===== src/rtl/lpc10_pkg.sv =====
package lpc10_pkg;

    localparam int FRAME_W   = 54;
    localparam int SAMPLE_W  = 16;
    localparam int BITS_W    = 6;
    localparam int STAGES    = 10;
    localparam int CHIRP_LEN = 21;

    localparam logic [0:0] OP_FRAME = 1'b0;
    localparam logic [0:0] OP_TICK  = 1'b1;

    localparam logic [3:0]  E_SILENCE = 4'h0;
    localparam logic [3:0]  E_STOP    = 4'hF;
    localparam logic [15:0] LFSR_TAPS = 16'hB800;

    localparam logic [5:0] BITS_TICK     = 6'd0;
    localparam logic [5:0] BITS_SHORT    = 6'd4;
    localparam logic [5:0] BITS_REPEAT   = 6'd11;
    localparam logic [5:0] BITS_UNVOICED = 6'd29;
    localparam logic [5:0] BITS_VOICED   = 6'd50;

    typedef enum logic [0:0] {
        MAC_ADD,
        MAC_SUB
    } t_mac_op;

    typedef enum logic [1:0] {
        SH_7,
        SH_8,
        SH_15
    } t_mac_shift;

    typedef struct packed {
        t_mac_op    op;
        t_mac_shift shift;
    } t_mac_ctl;

    // Decoded frame, as handed from the decoder to the sequencer.
    typedef struct packed {
        logic              stop;
        logic              silence;
        logic              rep;
        logic              voiced;
        logic [7:0]        energy;
        logic [7:0]        pitch;
        logic [15:0]       k1;
        logic [15:0]       k2;
        logic [7:0][7:0]   narrow;
        logic [5:0]        bits_used;
    } t_frame_dec;

    localparam logic [7:0] ENERGY_TAB [16] = '{
        8'd0, 8'd2, 8'd3, 8'd4, 8'd5, 8'd7, 8'd10, 8'd15,
        8'd20, 8'd32, 8'd41, 8'd57, 8'd81, 8'd114, 8'd161, 8'd255};

    localparam logic [7:0] PERIOD_TAB [64] = '{
        8'd0, 8'd16, 8'd17, 8'd18, 8'd19, 8'd20, 8'd21, 8'd22,
        8'd23, 8'd24, 8'd25, 8'd26, 8'd27, 8'd28, 8'd29, 8'd30,
        8'd31, 8'd32, 8'd33, 8'd34, 8'd35, 8'd36, 8'd37, 8'd38,
        8'd39, 8'd40, 8'd41, 8'd42, 8'd43, 8'd45, 8'd47, 8'd49,
        8'd51, 8'd53, 8'd54, 8'd57, 8'd59, 8'd61, 8'd63, 8'd66,
        8'd69, 8'd71, 8'd73, 8'd77, 8'd79, 8'd81, 8'd85, 8'd87,
        8'd92, 8'd95, 8'd99, 8'd102, 8'd106, 8'd110, 8'd115, 8'd119,
        8'd123, 8'd128, 8'd133, 8'd138, 8'd143, 8'd149, 8'd154, 8'd160};

    localparam logic signed [15:0] K1_TAB [32] = '{
        -16'sd32064, -16'sd31872, -16'sd31808, -16'sd31680,
        -16'sd31552, -16'sd31424, -16'sd31232, -16'sd30848,
        -16'sd30592, -16'sd30336, -16'sd30016, -16'sd29696,
        -16'sd29376, -16'sd28928, -16'sd28480, -16'sd27968,
        -16'sd26368, -16'sd24256, -16'sd21632, -16'sd18368,
        -16'sd14528, -16'sd10048, -16'sd5184,   16'sd0,
         16'sd5184,   16'sd10048,  16'sd14528,  16'sd18368,
         16'sd21632,  16'sd24256,  16'sd26368,  16'sd27968};

    localparam logic signed [15:0] K2_TAB [32] = '{
        -16'sd20992, -16'sd19328, -16'sd17536, -16'sd15552,
        -16'sd13440, -16'sd11200, -16'sd8768,  -16'sd6272,
        -16'sd3712,  -16'sd1088,   16'sd1536,   16'sd4160,
         16'sd6720,   16'sd9216,   16'sd11584,  16'sd13824,
         16'sd15936,  16'sd17856,  16'sd19648,  16'sd21248,
         16'sd22656,  16'sd24000,  16'sd25152,  16'sd26176,
         16'sd27072,  16'sd27840,  16'sd28544,  16'sd29120,
         16'sd29632,  16'sd30080,  16'sd30464,  16'sd32384};

    localparam logic signed [7:0] K3_TAB [16] = '{
        -8'sd110, -8'sd97, -8'sd83, -8'sd70, -8'sd56, -8'sd43, -8'sd29, -8'sd16,
        -8'sd2, 8'sd11, 8'sd25, 8'sd38, 8'sd52, 8'sd65, 8'sd79, 8'sd92};

    localparam logic signed [7:0] K4_TAB [16] = '{
        -8'sd82, -8'sd68, -8'sd54, -8'sd40, -8'sd26, -8'sd12, 8'sd1, 8'sd15,
        8'sd29, 8'sd43, 8'sd57, 8'sd71, 8'sd85, 8'sd99, 8'sd113, 8'sd126};

    localparam logic signed [7:0] K5_TAB [16] = '{
        -8'sd82, -8'sd70, -8'sd59, -8'sd47, -8'sd35, -8'sd24, -8'sd12, -8'sd1,
        8'sd11, 8'sd23, 8'sd34, 8'sd46, 8'sd57, 8'sd69, 8'sd81, 8'sd92};

    localparam logic signed [7:0] K6_TAB [16] = '{
        -8'sd64, -8'sd53, -8'sd42, -8'sd31, -8'sd20, -8'sd9, 8'sd3, 8'sd14,
        8'sd25, 8'sd36, 8'sd47, 8'sd58, 8'sd69, 8'sd80, 8'sd91, 8'sd102};

    localparam logic signed [7:0] K7_TAB [16] = '{
        -8'sd77, -8'sd65, -8'sd53, -8'sd41, -8'sd29, -8'sd17, -8'sd5, 8'sd7,
        8'sd19, 8'sd31, 8'sd43, 8'sd55, 8'sd67, 8'sd79, 8'sd90, 8'sd102};

    localparam logic signed [7:0] K8_TAB [8] = '{
        -8'sd64, -8'sd40, -8'sd16, 8'sd7, 8'sd31, 8'sd55, 8'sd79, 8'sd102};

    localparam logic signed [7:0] K9_TAB [8] = '{
        -8'sd64, -8'sd44, -8'sd24, -8'sd4, 8'sd16, 8'sd37, 8'sd57, 8'sd77};

    localparam logic signed [7:0] K10_TAB [8] = '{
        -8'sd51, -8'sd33, -8'sd15, 8'sd4, 8'sd22, 8'sd32, 8'sd59, 8'sd77};

    localparam logic [7:0] CHIRP_TAB [CHIRP_LEN] = '{
        8'h00, 8'h03, 8'h0f, 8'h28, 8'h4c, 8'h6c, 8'h71, 8'h50, 8'h25, 8'h26,
        8'h4c, 8'h44, 8'h1a, 8'h32, 8'h3b, 8'h13, 8'h37, 8'h1a, 8'h25, 8'h1f,
        8'h1d};

    // Chirp pulse value; zero once the counter runs past the table.
    function automatic logic [7:0] chirp_value(input logic [7:0] n);
        logic [7:0] v;
        v = '0;
        if (n < 8'(CHIRP_LEN)) begin
            v = CHIRP_TAB[n[$clog2(CHIRP_LEN)-1:0]];
        end
        return v;
    endfunction

endpackage


===== src/rtl/lpc10_in_if.sv =====
interface lpc10_in_if;
    import lpc10_pkg::*;

    logic               valid;
    logic               ready;
    logic [0:0]         operation;
    logic [FRAME_W-1:0] frame_bits;

    modport source (output valid, output operation, output frame_bits, input ready);
    modport sink   (input valid, input operation, input frame_bits, output ready);
endinterface


===== src/rtl/lpc10_out_if.sv =====
interface lpc10_out_if;
    import lpc10_pkg::*;

    logic                       valid;
    logic                       ready;
    logic signed [SAMPLE_W-1:0] sample;
    logic [BITS_W-1:0]          bits_used;
    logic                       stop_seen;

    modport source (output valid, output sample, output bits_used, output stop_seen,
                    input ready);
    modport sink   (input valid, input sample, input bits_used, input stop_seen,
                    output ready);
endinterface


===== src/rtl/lpc10_mac.sv =====
module lpc10_mac (
    input  lpc10_pkg::t_mac_ctl i_ctl,
    input  logic signed [15:0]  i_a,
    input  logic signed [15:0]  i_b,
    input  logic signed [15:0]  i_c,
    output logic signed [15:0]  o_y
);
    import lpc10_pkg::*;

    logic signed [31:0] w_prod;
    logic signed [31:0] w_scaled;
    logic [15:0]        w_term;

    // Multiply and scale with an arithmetic (floor) shift
    assign w_prod = i_a * i_b;

    always_comb begin
        unique case (i_ctl.shift)
            SH_7:    w_scaled = w_prod >>> 7;
            SH_8:    w_scaled = w_prod >>> 8;
            SH_15:   w_scaled = w_prod >>> 15;
            default: w_scaled = w_prod >>> 15;
        endcase
    end

    // Only the low 16 bits matter: the sum wraps to int16
    assign w_term = w_scaled[15:0];
    assign o_y = (i_ctl.op == MAC_SUB) ? i_c - w_term : i_c + w_term;
endmodule


===== src/rtl/lpc10_decode.sv =====
module lpc10_decode (
    input  logic [lpc10_pkg::FRAME_W-1:0] i_bits,
    output lpc10_pkg::t_frame_dec         o_dec
);
    import lpc10_pkg::*;

    logic [3:0] w_e;
    logic [5:0] w_p;

    assign w_e = i_bits[53:50];
    assign w_p = i_bits[48:43];

    // Split the code fields and look them up
    always_comb begin
        o_dec.stop      = (w_e == E_STOP);
        o_dec.silence   = (w_e == E_SILENCE);
        o_dec.rep       = i_bits[49];
        o_dec.voiced    = (w_p != 6'd0);
        o_dec.energy    = ENERGY_TAB[w_e];
        o_dec.pitch     = PERIOD_TAB[w_p];
        o_dec.k1        = K1_TAB[i_bits[42:38]];
        o_dec.k2        = K2_TAB[i_bits[37:33]];
        o_dec.narrow[0] = K3_TAB[i_bits[32:29]];
        o_dec.narrow[1] = K4_TAB[i_bits[28:25]];
        o_dec.narrow[2] = K5_TAB[i_bits[24:21]];
        o_dec.narrow[3] = K6_TAB[i_bits[20:17]];
        o_dec.narrow[4] = K7_TAB[i_bits[16:13]];
        o_dec.narrow[5] = K8_TAB[i_bits[12:10]];
        o_dec.narrow[6] = K9_TAB[i_bits[9:7]];
        o_dec.narrow[7] = K10_TAB[i_bits[6:4]];

        // Count the consumed stream bits
        priority if (o_dec.stop || o_dec.silence) begin
            o_dec.bits_used = BITS_SHORT;
        end else if (o_dec.rep) begin
            o_dec.bits_used = BITS_REPEAT;
        end else if (!o_dec.voiced) begin
            o_dec.bits_used = BITS_UNVOICED;
        end else begin
            o_dec.bits_used = BITS_VOICED;
        end
    end
endmodule


===== src/rtl/lpc10_frame_lattice_synth.sv =====
// Channel   Dir  Handshake       Payload
// i_req     in   valid / ready   operation, frame_bits
// o_rsp     out  valid / ready   sample, bits_used, stop_seen
//
// A frame request is decoded combinationally when taken; a new request is taken once ST_DONE returns to ST_IDLE.
// A tick request runs excitation, 10 forward and 9 backward lattice
// steps through the single shared multiply-add unit, one step per cycle, and a handoff.
// i_rst_n is synchronous, active low; it clears coefficients, delays and sets the LFSR to 1.
// A result waits in the output register while o_rsp is stalled; the block holds
// the next result and stays not ready until that register frees up.
module lpc10_frame_lattice_synth (
    input  logic        i_clk,
    input  logic        i_rst_n,
    lpc10_in_if.sink    i_req,
    lpc10_out_if.source o_rsp
);
    import lpc10_pkg::*;

    localparam int IDX_W = $clog2(STAGES);

    typedef enum logic [4:0] {
        ST_IDLE = 5'b00001,
        ST_EXC  = 5'b00010,
        ST_FWD  = 5'b00100,
        ST_BWD  = 5'b01000,
        ST_DONE = 5'b10000
    } t_state;

    t_state r_state, n_state;
    logic [IDX_W-1:0]   r_idx, n_idx;
    logic [7:0]         r_pitch, n_pitch;
    logic [7:0]         r_energy, n_energy;
    logic [7:0]         r_cnt, n_cnt;
    logic [15:0]        r_lfsr, n_lfsr;
    logic signed [15:0] r_wide [2];
    logic signed [15:0] n_wide [2];
    logic [7:0]         r_narrow [8];
    logic [7:0]         n_narrow [8];
    logic signed [15:0] r_x [STAGES];
    logic signed [15:0] n_x [STAGES];
    logic signed [15:0] r_us [STAGES];
    logic signed [15:0] n_us [STAGES];
    logic signed [15:0] r_u, n_u;
    logic [5:0]         r_bits, n_bits;
    logic               r_stop, n_stop;
    logic               r_out_valid, n_out_valid;
    logic signed [15:0] r_out_sample, n_out_sample;
    logic [5:0]         r_out_bits, n_out_bits;
    logic               r_out_stop, n_out_stop;

    t_frame_dec         w_dec;
    t_mac_ctl           w_ctl;
    logic [IDX_W-1:0]   w_ksel;
    logic [2:0]         w_nsel;
    logic signed [15:0] w_coef, w_a, w_b, w_c, w_y;
    logic [7:0]         w_cnt_next;
    logic [15:0]        w_lfsr_next;
    logic [7:0]         w_chirp;
    logic               w_in_fire;

    lpc10_decode u_decode (
        .i_bits (i_req.frame_bits),
        .o_dec  (w_dec)
    );

    lpc10_mac u_mac (
        .i_ctl (w_ctl),
        .i_a   (w_a),
        .i_b   (w_b),
        .i_c   (w_c),
        .o_y   (w_y)
    );

    assign i_req.ready     = (r_state == ST_IDLE);
    assign w_in_fire       = i_req.valid && i_req.ready;
    assign o_rsp.valid     = r_out_valid;
    assign o_rsp.sample    = r_out_sample;
    assign o_rsp.bits_used = r_out_bits;
    assign o_rsp.stop_seen = r_out_stop;

    // Pick the stage: forward reads stage idx, backward reads stage idx-1
    assign w_ksel = (r_state == ST_BWD) ? r_idx - IDX_W'(1) : r_idx;
    assign w_nsel = 3'(w_ksel - IDX_W'(2));
    assign w_coef = (w_ksel < IDX_W'(2)) ? r_wide[w_ksel[0]]
                                         : {{8{r_narrow[w_nsel][7]}}, r_narrow[w_nsel]};

    // Excitation sources
    assign w_cnt_next  = (r_cnt < r_pitch) ? r_cnt + 8'd1 : 8'd0;
    assign w_chirp     = chirp_value(w_cnt_next);
    assign w_lfsr_next = {1'b0, r_lfsr[15:1]} ^ (r_lfsr[0] ? LFSR_TAPS : 16'h0000);

    // Route operands to the shared multiply-add unit
    always_comb begin
        w_a       = w_coef;
        w_b       = r_x[w_ksel];
        w_c       = r_u;
        w_ctl.op  = MAC_SUB;
        w_ctl.shift = (w_ksel < IDX_W'(2)) ? SH_15 : SH_7;
        unique case (r_state)
            ST_EXC: begin
                w_a       = {8'd0, w_chirp};
                w_b       = {8'd0, r_energy};
                w_c       = 16'sd0;
                w_ctl.op  = MAC_ADD;
                w_ctl.shift = SH_8;
            end
            ST_BWD: begin
                w_b      = r_us[w_ksel];
                w_c      = r_x[w_ksel];
                w_ctl.op = MAC_ADD;
            end
            default: begin
                w_ctl.op = MAC_SUB;
            end
        endcase
    end

    // Sequencer
    always_comb begin
        n_state      = r_state;
        n_idx        = r_idx;
        n_pitch      = r_pitch;
        n_energy     = r_energy;
        n_cnt        = r_cnt;
        n_lfsr       = r_lfsr;
        n_wide       = r_wide;
        n_narrow     = r_narrow;
        n_x          = r_x;
        n_us         = r_us;
        n_u          = r_u;
        n_bits       = r_bits;
        n_stop       = r_stop;
        n_out_valid  = r_out_valid;
        n_out_sample = r_out_sample;
        n_out_bits   = r_out_bits;
        n_out_stop   = r_out_stop;

        // Drop the output once taken
        if (r_out_valid && o_rsp.ready) begin
            n_out_valid = 1'b0;
        end

        unique case (r_state)
            ST_IDLE: begin
                if (w_in_fire) begin
                    if (i_req.operation == OP_TICK) begin
                        n_state = ST_EXC;
                    end else begin
                        // Apply the decoded frame
                        priority if (w_dec.stop) begin
                            n_energy = 8'd0;
                            n_wide   = '{default: 16'sd0};
                            n_narrow = '{default: 8'd0};
                        end else if (w_dec.silence) begin
                            n_energy = 8'd0;
                        end else begin
                            n_energy = w_dec.energy;
                            n_pitch  = w_dec.pitch;
                            if (!w_dec.rep) begin
                                n_wide[0]   = w_dec.k1;
                                n_wide[1]   = w_dec.k2;
                                n_narrow[0] = w_dec.narrow[0];
                                n_narrow[1] = w_dec.narrow[1];
                                if (w_dec.voiced) begin
                                    for (int i = 2; i < 8; i++) begin
                                        n_narrow[i] = w_dec.narrow[i];
                                    end
                                end
                            end
                        end
                        n_u     = 16'sd0;
                        n_bits  = w_dec.bits_used;
                        n_stop  = w_dec.stop;
                        n_state = ST_DONE;
                    end
                end
            end
            ST_EXC: begin
                if (r_pitch != 8'd0) begin
                    n_cnt = w_cnt_next;
                    n_u   = w_y;
                end else begin
                    n_lfsr = w_lfsr_next;
                    n_u    = w_lfsr_next[0] ? {8'd0, r_energy} : 16'd0 - {8'd0, r_energy};
                end
                n_bits  = BITS_TICK;
                n_stop  = 1'b0;
                n_idx   = IDX_W'(STAGES - 1);
                n_state = ST_FWD;
            end
            ST_FWD: begin
                n_u         = w_y;
                n_us[r_idx] = w_y;
                if (r_idx == '0) begin
                    n_idx   = IDX_W'(STAGES - 1);
                    n_state = ST_BWD;
                end else begin
                    n_idx = r_idx - IDX_W'(1);
                end
            end
            ST_BWD: begin
                n_x[r_idx] = w_y;
                if (r_idx == IDX_W'(1)) begin
                    n_x[0]  = r_us[0];
                    n_state = ST_DONE;
                end else begin
                    n_idx = r_idx - IDX_W'(1);
                end
            end
            ST_DONE: begin
                // Hand off once the output register is free
                if (!r_out_valid || o_rsp.ready) begin
                    n_out_valid  = 1'b1;
                    n_out_sample = r_u;
                    n_out_bits   = r_bits;
                    n_out_stop   = r_stop;
                    n_state      = ST_IDLE;
                end
            end
            default: begin
                n_state = ST_IDLE;
            end
        endcase
    end

    // Control and filter state
    always_ff @(posedge i_clk) begin
        if (!i_rst_n) begin
            r_state     <= ST_IDLE;
            r_idx       <= '0;
            r_pitch     <= 8'd0;
            r_energy    <= 8'd0;
            r_cnt       <= 8'd0;
            r_lfsr      <= 16'h0001;
            r_wide      <= '{default: 16'sd0};
            r_narrow    <= '{default: 8'd0};
            r_x         <= '{default: 16'sd0};
            r_out_valid <= 1'b0;
        end else begin
            r_state     <= n_state;
            r_idx       <= n_idx;
            r_pitch     <= n_pitch;
            r_energy    <= n_energy;
            r_cnt       <= n_cnt;
            r_lfsr      <= n_lfsr;
            r_wide      <= n_wide;
            r_narrow    <= n_narrow;
            r_x         <= n_x;
            r_out_valid <= n_out_valid;
        end
    end

    // Payload registers
    always_ff @(posedge i_clk) begin
        r_us         <= n_us;
        r_u          <= n_u;
        r_bits       <= n_bits;
        r_stop       <= n_stop;
        r_out_sample <= n_out_sample;
        r_out_bits   <= n_out_bits;
        r_out_stop   <= n_out_stop;
    end
endmodule


===== src/flat_wrapper.sv =====
// flat-port wrapper written by rule: the top's interface ports become plain ports
module lpc10_frame_lattice_synth_flat import lpc10_pkg::*;
  (i_clk, i_rst_n, i_req_valid, i_req_operation, i_req_frame_bits, i_req_ready, o_rsp_valid, o_rsp_sample, o_rsp_bits_used, o_rsp_stop_seen, o_rsp_ready);
  lpc10_in_if i_req_i ();
  lpc10_out_if o_rsp_i ();
  input  logic i_clk;
  input  logic i_rst_n;
  input wire logic [$bits(i_req_i.valid)-1:0] i_req_valid;
  input wire logic [$bits(i_req_i.operation)-1:0] i_req_operation;
  input wire logic [$bits(i_req_i.frame_bits)-1:0] i_req_frame_bits;
  output wire logic [$bits(i_req_i.ready)-1:0] i_req_ready;
  output wire logic [$bits(o_rsp_i.valid)-1:0] o_rsp_valid;
  output wire logic [$bits(o_rsp_i.sample)-1:0] o_rsp_sample;
  output wire logic [$bits(o_rsp_i.bits_used)-1:0] o_rsp_bits_used;
  output wire logic [$bits(o_rsp_i.stop_seen)-1:0] o_rsp_stop_seen;
  input wire logic [$bits(o_rsp_i.ready)-1:0] o_rsp_ready;
  assign i_req_i.valid = i_req_valid;
  assign i_req_i.operation = i_req_operation;
  assign i_req_i.frame_bits = i_req_frame_bits;
  assign i_req_ready = i_req_i.ready;
  assign o_rsp_valid = o_rsp_i.valid;
  assign o_rsp_sample = o_rsp_i.sample;
  assign o_rsp_bits_used = o_rsp_i.bits_used;
  assign o_rsp_stop_seen = o_rsp_i.stop_seen;
  assign o_rsp_i.ready = o_rsp_ready;
  lpc10_frame_lattice_synth u_core (.i_clk(i_clk), .i_rst_n(i_rst_n), .i_req(i_req_i), .o_rsp(o_rsp_i));
endmodule

===== config.mk =====
export PLATFORM = sky130hd
export DESIGN_NAME = lpc10_frame_lattice_synth_flat
export DESIGN_NICKNAME = d
export VERILOG_FILES = /design/src/rtl/lpc10_pkg.sv /design/src/rtl/lpc10_in_if.sv /design/src/rtl/lpc10_out_if.sv /design/src/rtl/lpc10_mac.sv /design/src/rtl/lpc10_decode.sv /design/src/rtl/lpc10_frame_lattice_synth.sv /design/src/flat_wrapper.sv
export SDC_FILE = /design/constraint.sdc
export NUM_CORES = 2
export LEC_CHECK = 0
export BUFFER_PORTS_ARGS = -buffer_cell sky130_fd_sc_hd__buf_2
export CAP_MARGIN = 20
export CORE_AREA = 2 2 323 325
export DETAILED_ROUTE_END_ITERATION = 16
export DIE_AREA = 0 0 325 327
export PLACE_DENSITY = 0.52
export SETUP_SLACK_MARGIN = 0.1
export SYNTH_ARGS = -nofsm -noshare
export SYNTH_HDL_FRONTEND = slang
export SYNTH_SLANG_ARGS = --single-unit
export TNS_END_PERCENT = 20

===== constraint.sdc =====
create_clock -name i_clk -period 29.6 [get_ports i_clk]
set_input_delay 4.44 -clock i_clk [delete_from_list [all_inputs] [get_ports i_clk]]
set_output_delay 4.44 -clock i_clk [all_outputs]
set_load 0.02 [all_outputs]

# ---- Word-level counts from Yosys, hierarchy flattened
# Memories as Yosys holds them, arrays and structs flattened. A register that Yosys moved wholly into a read port is not among the register bits.
# Cells that the tools add are included.
dict set report word_totals {
  memories 13
  ff_bits 504
  out_inout_bits 25
  mem_bits_ro 2752
  input_bits 59
  wordCells 236
}
# memory depth width read_ports rd_ports_with_merged_regs write_ports line_no
set memory_table {}
lappend memory_table {{(name not given)} 32 16 1 0 0 lpc10_decode.sv:22} ;# o_dec.k2 = K2_TAB[i_bits[37:33]];
lappend memory_table {{(name not given)} 32 16 1 0 0 lpc10_decode.sv:21} ;# o_dec.k1 = K1_TAB[i_bits[42:38]];
lappend memory_table {{(name not given)} 64 8 1 1 0 lpc10_decode.sv:20} ;# o_dec.pitch = PERIOD_TAB[w_p];
lappend memory_table {{(name not given)} 32 8 1 0 0 lpc10_pkg.sv:125} ;# v = CHIRP_TAB[n[$clog2(CHIRP_LEN)-1:0]];
lappend memory_table {{(name not given)} 16 8 1 0 0 lpc10_decode.sv:27} ;# o_dec.narrow[4] = K7_TAB[i_bits[16:13]];
lappend memory_table {{(name not given)} 16 8 1 0 0 lpc10_decode.sv:26} ;# o_dec.narrow[3] = K6_TAB[i_bits[20:17]];
lappend memory_table {{+7 memories} - - - - - -}
dict set report op_classes {
  bitwise 22
  reduce_logical 28
  magnitude_cmp 20
  n_addsub 6
  n_eq_ne 16
  n_mul 1
  muxes 88
}
# cell count
set op_table {}
lappend op_table {{$mux W16} 21}
lappend op_table {{$bwmux W160} 2}
lappend op_table {{$mux W8} 26}
lappend op_table {{$mux W64} 3}
lappend op_table {{$bmux W16 S4} 2}
lappend op_table {{$mux W32} 3}
lappend op_table {{$pmux W16 S2} 3}
lappend op_table {{$demux W16 S4} 1}
lappend op_table {{$mux W48} 1}
lappend op_table {{$pmux W16 S3} 1}
lappend op_table {{$ge A5 B5 Y1 const B} 8}
lappend op_table {{$not A4 Y5} 8}
lappend op_table {{$mul A16 B16 Y31} 1}
lappend op_table {{$mux W6} 5}
lappend op_table {{$mux W5} 5}
lappend op_table {{$pmux W5 S5} 1}
lappend op_table {{$bmux W8 S3} 1}
lappend op_table {{$ge A6 B6 Y1 const B} 3}
lappend op_table {{$not A5 Y6} 3}
lappend op_table {{$add A16 B16 Y16} 1}
lappend op_table {{$ge A4 B4 Y1 const B} 4}
lappend op_table {{$not A3 Y4} 4}
lappend op_table {{$sub A16 B16 Y16} 1}
lappend op_table {{$xor A15 B16 Y16} 1}
lappend op_table {{other kinds (43)} 72}

# ---- Logic depth before layout (Yosys ltp)
dict set report depth {
  word_depth 15
  ltp_mapped 69
  mapped_depth_nobuf 59
}

# ---- By module
# Synthesis repeated with hierarchy kept, for this count alone.
dict set report hier_totals {
  cells_unflattened 4203
  area_unflattened_um2 39014.9
}
# module area_per_inst_um2 cells_each seq_area_each_um2 instances
set modules_own_cells {}
lappend modules_own_cells {lpc10_frame_lattice_synth 23812.8 2302 12311.8 1}
lappend modules_own_cells {lpc10_mac 11669.9 1371 0.0 1}
lappend modules_own_cells {lpc10_decode 3532.1 530 0.0 1}

# ---- Least setup slack after synthesis
# No wires, ideal clock.
dict set report synth_path {
  kind {reg-to-reg}
  from {register u_core.r_state[4]}
  to {register u_core.r_u[13] (data pin)}
  n_path_buf 14
  synth_period_minus_slack_ns 14.225
  setup_time_ns 0.146
  path_slack_ns 15.375
  required_ns 29.454
  stages_incl_launch_ff 66
  t_arrival_ns 14.079
  path_cell_list {dfxtp_1 nor4_4 nand2_1 inv_1 buf_2 buf_1 buf_1 ha_1 buf_2 buf_2 clkbuf_1 buf_2 buf_2 buf_2 buf_2 buf_2 clkbuf_1 mux2i_1 (+30 left out) o21ai_0 ha_1 a21o_1 a21oi_1 o21ai_0 a21oi_1 o21ai_0 a21oi_1 o21ai_0 a21oi_1 o21ai_0 a21o_1 a21o_1 a21oi_1 xnor2_1 clkbuf_1 inv_1 a21oi_1}
}
dict set report synth_between {
  elab_chain_cells 15
  word_cells_on_any_way 38
  cone_classes {add/sub (3); mul (1); order compare (1); eq/ne (5); mux (23); bitwise (3); reduce/logical (2)}
}
# item line_no
set synth_lines {}
lappend synth_lines {{start: declaration} lpc10_frame_lattice_synth.sv:29} ;# t_state r_state, n_state;
lappend synth_lines {{start signal: assignment} lpc10_frame_lattice_synth.sv:240} ;# r_state <= n_state;
lappend synth_lines {{$eq A5 B4 Y1} {lpc10_frame_lattice_synth.sv:82, lpc10_frame_lattice_synth.sv:99}}
lappend synth_lines {{$mux W4} lpc10_frame_lattice_synth.sv:82} ;# assign w_ksel = (r_state == ST_BWD) ? r_idx - IDX_W'(1) : r_idx;
lappend synth_lines {{$sub A3 B2 Y3} lpc10_frame_lattice_synth.sv:83} ;# assign w_nsel = 3'(w_ksel - IDX_W'(2));
lappend synth_lines {{$not A3 Y4 (implied by the code)} lpc10_frame_lattice_synth.sv:85} ;# : {{8{r_narrow[w_nsel][7]}}, r_narrow[w_nsel]};
lappend synth_lines {{$bmux W8 S3} lpc10_frame_lattice_synth.sv:85}
lappend synth_lines {{$mux W8 (implied by the code) (2 in a row)} lpc10_frame_lattice_synth.sv:85}
lappend synth_lines {{$mux W16} lpc10_frame_lattice_synth.sv:84} ;# assign w_coef = (w_ksel < IDX_W'(2)) ? r_wide[w_ksel[0]]
lappend synth_lines {{$mux W16} lpc10_frame_lattice_synth.sv:99} ;# unique case (r_state)
lappend synth_lines {{$mul A16 B16 Y31} lpc10_mac.sv:15} ;# assign w_prod = i_a * i_b;
lappend synth_lines {{$pmux W16 S2} lpc10_mac.sv:18} ;# unique case (i_ctl.shift)
lappend synth_lines {{$sub A16 B16 Y16 / $add A16 B16 Y16 (equally long branches)} lpc10_mac.sv:28} ;# assign o_y = (i_ctl.op == MAC_SUB) ? i_c - w_term : i_c + w_term;
lappend synth_lines {{$mux W16 (*)} lpc10_mac.sv:28}
lappend synth_lines {{named net u_core.u_mac.o_y[13]} lpc10_mac.sv:6} ;# output logic signed [15:0] o_y
lappend synth_lines {{$mux W16} lpc10_frame_lattice_synth.sv:179} ;# if (r_pitch != 8'd0) begin
lappend synth_lines {{$pmux W16 S3 (*)} lpc10_frame_lattice_synth.sv:143} ;# unique case (r_state)
lappend synth_lines {{end signal: assignment} lpc10_frame_lattice_synth.sv:256} ;# r_u <= n_u;
lappend synth_lines {{end: declaration} lpc10_frame_lattice_synth.sv:43} ;# logic signed [15:0] r_u, n_u;
# Mark *: on every way through the listed nets, which the timed path passes. The rest lies on a longest branch. The select of a mux whose other input is x is not followed.
# A chain may end at the register's enable or synchronous reset.

# ---- Worst setup path after layout
dict set report layout_path {
  from {register u_core.r_idx[1]}
  to {register u_core.r_us[79] in the netlist's numbering (data pin)}
}
dict set report layout_between {
  elab_chain_cells 14
  word_cells_on_any_way 35
  cone_classes {add/sub (4); mul (1); order compare (3); eq/ne (1); mux (21); bitwise (3); reduce/logical (2)}
}
# item line_no
set layout_lines {}
lappend layout_lines {{start: declaration} lpc10_frame_lattice_synth.sv:30} ;# logic [IDX_W-1:0] r_idx, n_idx;
lappend layout_lines {{start signal: assignment} lpc10_frame_lattice_synth.sv:241} ;# r_idx <= n_idx;
lappend layout_lines {{$sub A4 B1 Y4} lpc10_frame_lattice_synth.sv:82}
lappend layout_lines {{$mux W4 (*)} lpc10_frame_lattice_synth.sv:82}
lappend layout_lines {{$sub A3 B2 Y3} lpc10_frame_lattice_synth.sv:83}
lappend layout_lines {{$not A3 Y4 (implied by the code)} lpc10_frame_lattice_synth.sv:85}
lappend layout_lines {{$bmux W8 S3} lpc10_frame_lattice_synth.sv:85}
lappend layout_lines {{$mux W8 (implied by the code) (2 in a row)} lpc10_frame_lattice_synth.sv:85}
lappend layout_lines {{$mux W16} lpc10_frame_lattice_synth.sv:84}
lappend layout_lines {{$mux W16} lpc10_frame_lattice_synth.sv:99}
lappend layout_lines {{$mul A16 B16 Y31} lpc10_mac.sv:15}
lappend layout_lines {{$pmux W16 S2} lpc10_mac.sv:18}
lappend layout_lines {{$sub A16 B16 Y16 / $add A16 B16 Y16 (equally long branches)} lpc10_mac.sv:28}
lappend layout_lines {{$mux W16 (*)} lpc10_mac.sv:28}
lappend layout_lines {{named net u_core.u_mac.o_y[15]} lpc10_mac.sv:6}
lappend layout_lines {{$bwmux W160 (*)} lpc10_frame_lattice_synth.sv:193} ;# n_us[r_idx] = w_y;
lappend layout_lines {{end signal: assignment} lpc10_frame_lattice_synth.sv:255} ;# r_us <= n_us;
lappend layout_lines {{end: declaration} lpc10_frame_lattice_synth.sv:41} ;# logic signed [15:0] r_us [STAGES];
# Marks and branches as above.

==> reports/results.txt <==
Setup ws final - 14,800 ps
EDFF count, synth - 204
Critical path class - reg -> reg
Routed Antenna Nets - 0
Post-route setup TNS - 0 ps
RR Endpoint - u_core.r_us[79]
Mean area per synthesized cell - 8.90 µm²
Fin crit period - 14,800 ps
Via/cell ratio - 5.38
Worst Tran Pin Value - 1130 ps
Top cell type's share of synthesized area - 16.2%
Asr flop ratio synth - 0%
Placer Congestion - 0.849
Fin crit share - 50.0%
R2R depth - 57
Clock buffer count from CTS - 58
Worst-skew pair later-pin latency - 640 ps
Routed len/inst - 20.8 µm
CP max stage cell - a221o_1
CP Max Fanout - 23
Nets - 4,696
Main synth FF type - dfxtp_1
Status - completed
Final setup violation count - 0
Largest net degree at the start of global routing - 119
Startpoint Class - flip-flop
Mapped Area - 37,800 µm²
Yosys warns - 0
Maximum clock rate - 67.6 MHz
Vias - 30,300
Worst path most repeated cell - inv_1
Top-count cell post-synth - nand2_1
Slowest stage delay, CP - 710 ps
CTS clk-pin slew, worst paths - 60 ps
Rows - 118
Post-Place Setup Slack - 15,060 ps
Initial antenna violation count - 7
Grt ovf - 0
Cts hold-fix bufs - 0
Setup bufs post-CTS - 0
Hold WC Path Type - reg -> reg
Boundary pin count - 84
Overall power - 2.22 mW
TritonCTS clock tree - built
Critical Path RT - 29,910 ps
VDD IR max - 0.0530 mV
First-pass GRT wire length - 182 mm
Starting density of the core - 36.7%
Rel. slew slack - 24.6%
CTS Buffer Depth - 3
GRT Total Usage - 22.0%
Delay-heaviest family, CP - compound AO/OA/AOI/OAI gates
Synth area leader - edfxtp_1
Fill count - 10,400
Final hold violations - 0
CP Depth - 57
Final wirelength - 117 mm
Post-synth cell types - 101
Post-synthesis sequential area ratio - 31.7%
Max Cap Violations - 0
Sink Count - 496
Post_cts resized - 0
Crit path DAT - 15,120 ps
Syn Inst Count - 4,250
Layout cell share with drive strength beyond 1 - 8.67%
Worst setup EP type - flip-flop
Htree depth - 2
Ranking of synthesized cells by area - edfxtp_1 16%, dfxtp_1 15%, fa_1 14%, ha_1 6.2%, nand2_1 5.0%
Pleak - 17.2 nW
Net Count, Synth - 4,752
CTS Root Cell - clkbuf_16
Slew Viols, Final - 0
FF-to-FF setup slack - 14,800 ps
Initial DRC count - 2,212
Commonest cells in the netlist - 508 x nand2_1, 425 x inv_1, 292 x dfxtp_1, 261 x a21oi_1, 258 x o21ai_0
RSZ-0062 raised after global routing - false
CP endpoint - u_core.r_us[79]
Worst Skew - 19.2 ps
Post-synthesis sequential element count - 496
Pre-antenna DRT Iters - 6
PortBufs - 79
Die W - 325 µm
Dpl hpwl - 83.6 mm
Die Ht - 327 µm
Core area - 103,000 µm²
Buf+Inv Stages, Crit Path - 11
CP Launch Point - u_core.r_idx[1]
Residual DRC count - 0
Die area - 106,000 µm²
WHS - 418 ps
PD cells - 53.3 nW/µm²
Reg-to-reg critical path startpoint - u_core.r_idx[1]
Vias in the first global route - 30,200
Area Growth Syn to Fin - 10.0%
## metal layers
metal | up-vias | part of all wire (%) | global-route usage (%)
li1 | 14400 | - | -
met1 | 14900 | 46 | 30.5
met2 | 801 | 46 | 36.0
met3 | 154 | 5.4 | 2.78
met4 | 2 | 2.8 | 6.44
met5 | - | 0.0060 | 0
## flip-flops by register name (all words and copies together), names as in the netlist, 4 cells and up
register                flops
u_core.r_narrow            62
u_core.r_wide              20
u_core.r_cnt                8
u_core.r_u                 16
u_core.r_x                160
u_core.r_us               160
u_core.o_rsp.sample        16
u_core.r_idx                4
u_core.r_energy             8
u_core.o_rsp.bits_used      5
u_core.r_pitch              8
u_core.r_state              5
u_core.r_lfsr              16
u_core.r_bits               5
## how the worst min path moves through the flow
stage / start / to / slack [ps] / cells past startpoint
final: u_core.r_bits[0] / u_core.o_rsp.bits_used[3] / 420 / 0
after global routing: u_core.r_bits[4] / u_core.o_rsp.bits_used[4] / 430 / 0
after CTS: u_core.r_bits[5] / u_core.o_rsp.bits_used[5] / 420 / 0
after detailed placement: u_core.r_bits[5] / u_core.o_rsp.bits_used[5] / 410 / 0
after global placement: u_core.r_stop / u_core.o_rsp.stop_seen / 400 / 0
after floorplan: u_core.r_bits[1] / u_core.o_rsp.bits_used[1] / 400 / 0
## placed cells by master (no fill, tap or decap), types with 31 or more instances in the layout
master     netlist  final
buf_4            5     84
o211ai_1        41     41
nor2_1         241    238
a21boi_0        62     61
mux2i_1        126    126
nor3_1          76     76
o21ai_0        258    257
inv_1          425    425
a21oi_1        261    259
mux2_2          43     43
ha_1           187    186
nor2b_1        112    111
dfxtp_1        292    292
clkbuf_16        0     59
and2_1         178    179
fa_1           256    256
o22ai_1         42     42
edfxtp_1       204    204
nand2b_1        31     31
buf_2           27     78
nand3_1         63     62
xnor2_1         55     55
nand2_1        508    504
## final cells by class
class	instances	area (µm²)	area share [%]
Antenna cell	7	17.5	0.0421
Timing Repair Buffer	167	1090	2.63
Tap cell	1380	1730	4.15
Sequential cell	496	12000	28.8
Multi-Input combinational cell	3045	23200	55.7
Clock inverter	26	312	0.749
Inverter	426	1600	3.84
Clock buffer	84	1700	4.09
## power breakdown
part           internal, mW  switching (mW)  leakage (nW)
clock network         0.452           0.300          1.00
logic                 0.168           0.461          12.0
registers             0.826          0.0103          4.20
total                  1.45           0.772          17.2
## through the flow
step                      cell area [µm²]  std cells  utilization, %
after global routing                41600       5625            40.4
final                               41600       5631            40.4
after CTS                           41600       5620            40.4
after floorplan                     37800       4250               -
after global placement              39500       5507            38.4
after detailed placement            39500       5510            38.4
## logic make-up (layout without fill, tap and decap cells)
logic type                 after synthesis  count (layout)  share of synthesized area [%]
xor gates and xnor gates                78              78                           1.83
muxes                                  175             175                           4.97
adders and majority gates              443             443                           19.7
buffers and inverters                  709             703                           7.22
and+or+nand+nor                       1345            1345                           17.2
other                                    0               7                              0
AOI/OAI and AO/OA                     1004            1004                           17.4
DFF                                    496             496                           31.7
Power figures use the tool's default switching activity.
